<file path="src/rtl/core/rrbm_ram.sv">
// generic single-port-write, registered-read ram
`default_nettype none
module rrbm_ram #(
	parameter int WIDTH = 8,
	parameter int DEPTH = 256
) (
	input  wire logic                     clk,
	input  wire logic                     we,
	input  wire logic [$clog2(DEPTH)-1:0] wr_addr,
	input  wire logic [WIDTH-1:0]         wr_data,
	input  wire logic                     rd_en,
	input  wire logic [$clog2(DEPTH)-1:0] rd_addr,
	output logic      [WIDTH-1:0]         rd_data
);

	logic [WIDTH-1:0] mem [DEPTH];

	always_ff @(posedge clk) begin
		if (we)
			mem[wr_addr] <= wr_data;
		if (rd_en)
			rd_data <= mem[rd_addr];
	end

endmodule
`default_nettype wire

</file>
<file path="config.mk">
export PLATFORM = sky130hd
export DESIGN_NAME = rrbm_ram
export DESIGN_NICKNAME = d
export VERILOG_FILES = /design/src/rtl/core/rrbm_ram.sv
export SDC_FILE = /design/constraint.sdc
export NUM_CORES = 2
export LEC_CHECK = 0
export BUFFER_PORTS_ARGS = -buffer_cell sky130_fd_sc_hd__buf_2
export CORE_UTILIZATION = 61
export CTS_CLUSTER_SIZE = 12
export DETAILED_ROUTE_END_ITERATION = 12
export PLACE_DENSITY = 0.82
export SYNTH_ARGS = -nofsm -noshare
export SYNTH_HDL_FRONTEND = slang
export SYNTH_SLANG_ARGS = --single-unit
</file>
<file path="constraint.sdc">
create_clock -name clk -period 7.53 [get_ports clk]
set_input_delay 1.1295 -clock clk [delete_from_list [all_inputs] [get_ports clk]]
set_output_delay 1.1295 -clock clk [all_outputs]
set_load 0.03 [all_outputs]
</file>
==> run_results.csv <==
group,metric,value,unit
worst_hold_path,hold_class,"in2reg",
logic_synthesis,synth.top_cell.area_share,77.5,%
logic_synthesis,syn_inst,3733,
job,max_cap_viol_count,0,
detailed_routing,via_per_inst,7.29,
power_and_ir_drop,power_density,261,nW/um2
logic_synthesis,ys_seq_elements,2056,
sta,fmax,227,MHz
logic_synthesis,synth_edf_count,2056,
logic_synthesis,avgSynthCellArea,21.3,um2
detailed_routing,drt-initial-drc-count,6527,
detailed_routing,route.antenna.remaining_nets,0,
placement,routabilityCongestion,0.875,
finish,area_growth,9.10,%
detailed_routing,wl_per_cell,36.0,um
floorplan,num_io_pins,35,
floorplan,dieArea,132000,um2
logic_synthesis,synth_cell_types,54,
grt,gr-usage-all-layers,31.2,%
clock_network,cts_setup_buffers,0,
power_and_ir_drop,ir_drop,0.295,mV
grt,grt_pass1_wl,290000,um
sta,final_hold_viol_count,0,
clock_network,root_buffer,"clkbuf_16",
sta,rsz0062_at_grt,"no",
finish,drive_above_1_share,20.8,%
finish,fin_nets,3837,
floorplan,initial_utilization,61.5,%
floorplan,dieHeight,363,um
grt,grt_pass1_vias,41100,
logic_synthesis,syn_area,79600,um2
critical_path,path_class,"in2reg",
sta,skew,56.6,ps
clock_network,clock_sinks,2056,
logic_synthesis,synth_largest_area_cell,"edfxtp_1",
clock_network,cts_max_path_buffers,3,
detailed_routing,routed_wl,203000,um
clock_network,ctsHoldBuffers,0,
floorplan,coreArea,129000,um2
clock_network,cts_buffers,197,
grt,antenna_found_initial,12,
sta,final-setup-viol-count,0,
detailed_routing,via_count,41100,
clock_network,cts_resized,0,
placement,hpwl,113000,um
clock_network,cts_tree,"done",
sta,drv_slew,0,
clock_network,cts.clk_slew.worst_paths,60,ps
critical_path,required,8080,ps
logic_synthesis,yosys_warnings,0,
status,status,"complete, no violations",
logic_synthesis,yosysMostFrequentCell,"edfxtp_1",
clock_network,clk_latency,860,ps
sta,worstMarginPinSlew,1420,ps
detailed_routing,first_pass_iters,7,
detailed_routing,drc,0,
clock_network,htreeDepth,4,
placement,portBuffers,34,
logic_synthesis,synthesis.nets,3760,
critical_path,endpoint_kind,"register",
power_and_ir_drop,leakage,26.5,nW
grt,grt_max_degree,154,
critical_path,start_kind,"primary input",
sta,fin_crit,4410,ps
logic_synthesis,synth_area_leaders,"edfxtp_1 78%, mux4_2 13%, mux2i_1 1.7%",
logic_synthesis,ys_seq_area_share,77.5,%
finish,n_fill_cell,7494,
logic_synthesis,async_flop_share,0,%
sta,max-slew-margin-rel,4.21,%
critical_path,cp_data_arrival_time,4960,ps
floorplan,num_rows,132,
sta,finalCritPeriodShare,58.5,%
sta,setup_tns,0,ps
floorplan,die_w,363,um
critical_path,cp_max_fo,40,
logic_synthesis,ys_top_cells_by_count,"2056 x edfxtp_1, 454 x mux4_2, 282 x nor2_1",
grt,grt_overflow,0,
power_and_ir_drop,power.total,22.7,mW
logic_synthesis,synthFlopType,"edfxtp_1",
registers in the layout, summed over array words and instances, names as in the netlist:
register	count
mem	2048
rd_data	8
layout by cell type (no fill, tap or decap), types with 3 or more instances in the layout:
master / instances
diode_2: 6
o22a_1: 5
mux2i_1: 134
nand2b_1: 8
clkinv_16: 5
clkbuf_1: 42
mux4_2: 454
o32ai_1: 4
buf_12: 6
buf_4: 72
o211ai_1: 10
clkinv_1: 20
a22oi_1: 133
clkbuf_16: 198
a21oi_1: 96
a211oi_1: 16
nor4_1: 18
nor3_1: 22
nor2b_1: 28
clkinv_2: 3
and2_1: 6
edfxtp_1: 2056
inv_16: 3
clkbuf_8: 8
o21ai_0: 10
o22ai_1: 28
o221ai_1: 46
a221oi_1: 13
nor2_1: 279
inv_6: 3
nand2_1: 33
buf_2: 23
clkinv_8: 5
a22o_1: 8
nand3_1: 34
nor4_2: 9
or2_2: 4
nand4_1: 10
final timing paths:
| check | start | to | slack [ps] | depth (start not counted) |
|---|---|---|---|---|
| setup / recovery | rd_addr[2] | rd_data[3] | 3120 | 9 |
| hold / removal | rd_en | rd_data[3] | 770 | 1 |
| hold reg to reg | mem[33][5] | rd_data[5] | 1180 | 6 |
| setup reg to reg | mem[100][0] | rd_data[0] | 4320 | 6 |
worst max-delay path, stage by stage:
cell	delay (ps)
buf_4	350
buf_4	650
nor2b_4	380
buf_4	360
a22o_1	270
a221oi_1	350
o221ai_1	200
a211oi_1	1030
nor4_1	150
routing by layer:
layer  global-route usage (%)  routed length [um]  vias to the layer above
met2                     47.4               95200                     3720
met3                     8.23               28700                      684
li1                         -                   -                    15800
met1                     42.4               67600                    20900
met4                     15.6               11400                       20
met5                        0                 143                        -
where the power goes:
part	switching (mW)	internal (mW)
logic	0.764	0.361
registers	0.0170	12.6
clock network	4.18	4.77
total	4.96	17.8
area by class of cell:
type | count | area, um2 | share of cell area (%)
clock buffer | 240 | 5110 | 5.88
antenna | 6 | 15.0 | 0.0173
clock inverter | 38 | 404 | 0.465
tap | 1742 | 2180 | 2.51
multi-input combinational | 1442 | 16500 | 19.0
sequential | 2056 | 61700 | 71.1
inverter | 2 | 7.51 | 0.00864
timing repair buffer | 111 | 916 | 1.05
stage by stage:
| stage | cells | area [um2] | util, % | setup slack, ps | hold WS (ps) |
|---|---|---|---|---|---|
| 6_report | 5637 | 86900 | 67.1 | 3120 | 766 |
| 5_1_grt | 5631 | 86900 | 67.1 | 3030 | 737 |
| 4_1_cts | 5631 | 86900 | 67.1 | 3230 | 706 |
| 3_5_place_dp | 5353 | 81400 | 62.8 | 2320 | 1130 |
| 3_3_place_gp | 5352 | 81300 | 62.8 | 1870 | 1110 |
| 2_1_floorplan | 3733 | 79600 | - | 4320 | 864 |
cells by family (layout without fill, tap and decap cells):
kind of cell           count (synthesis)  count (layout)  share of synthesized area [%]
flip-flops                          2056            2056                           77.5
other                                  0               6                              0
AO/OA/AOI/OAI                        385             385                           3.42
buffers and inverters                235             391                           1.83
AND/OR/NAND/NOR                      466             466                           2.63
multiplexers                         591             591                           14.6
(Power assumes the default switching activity.)
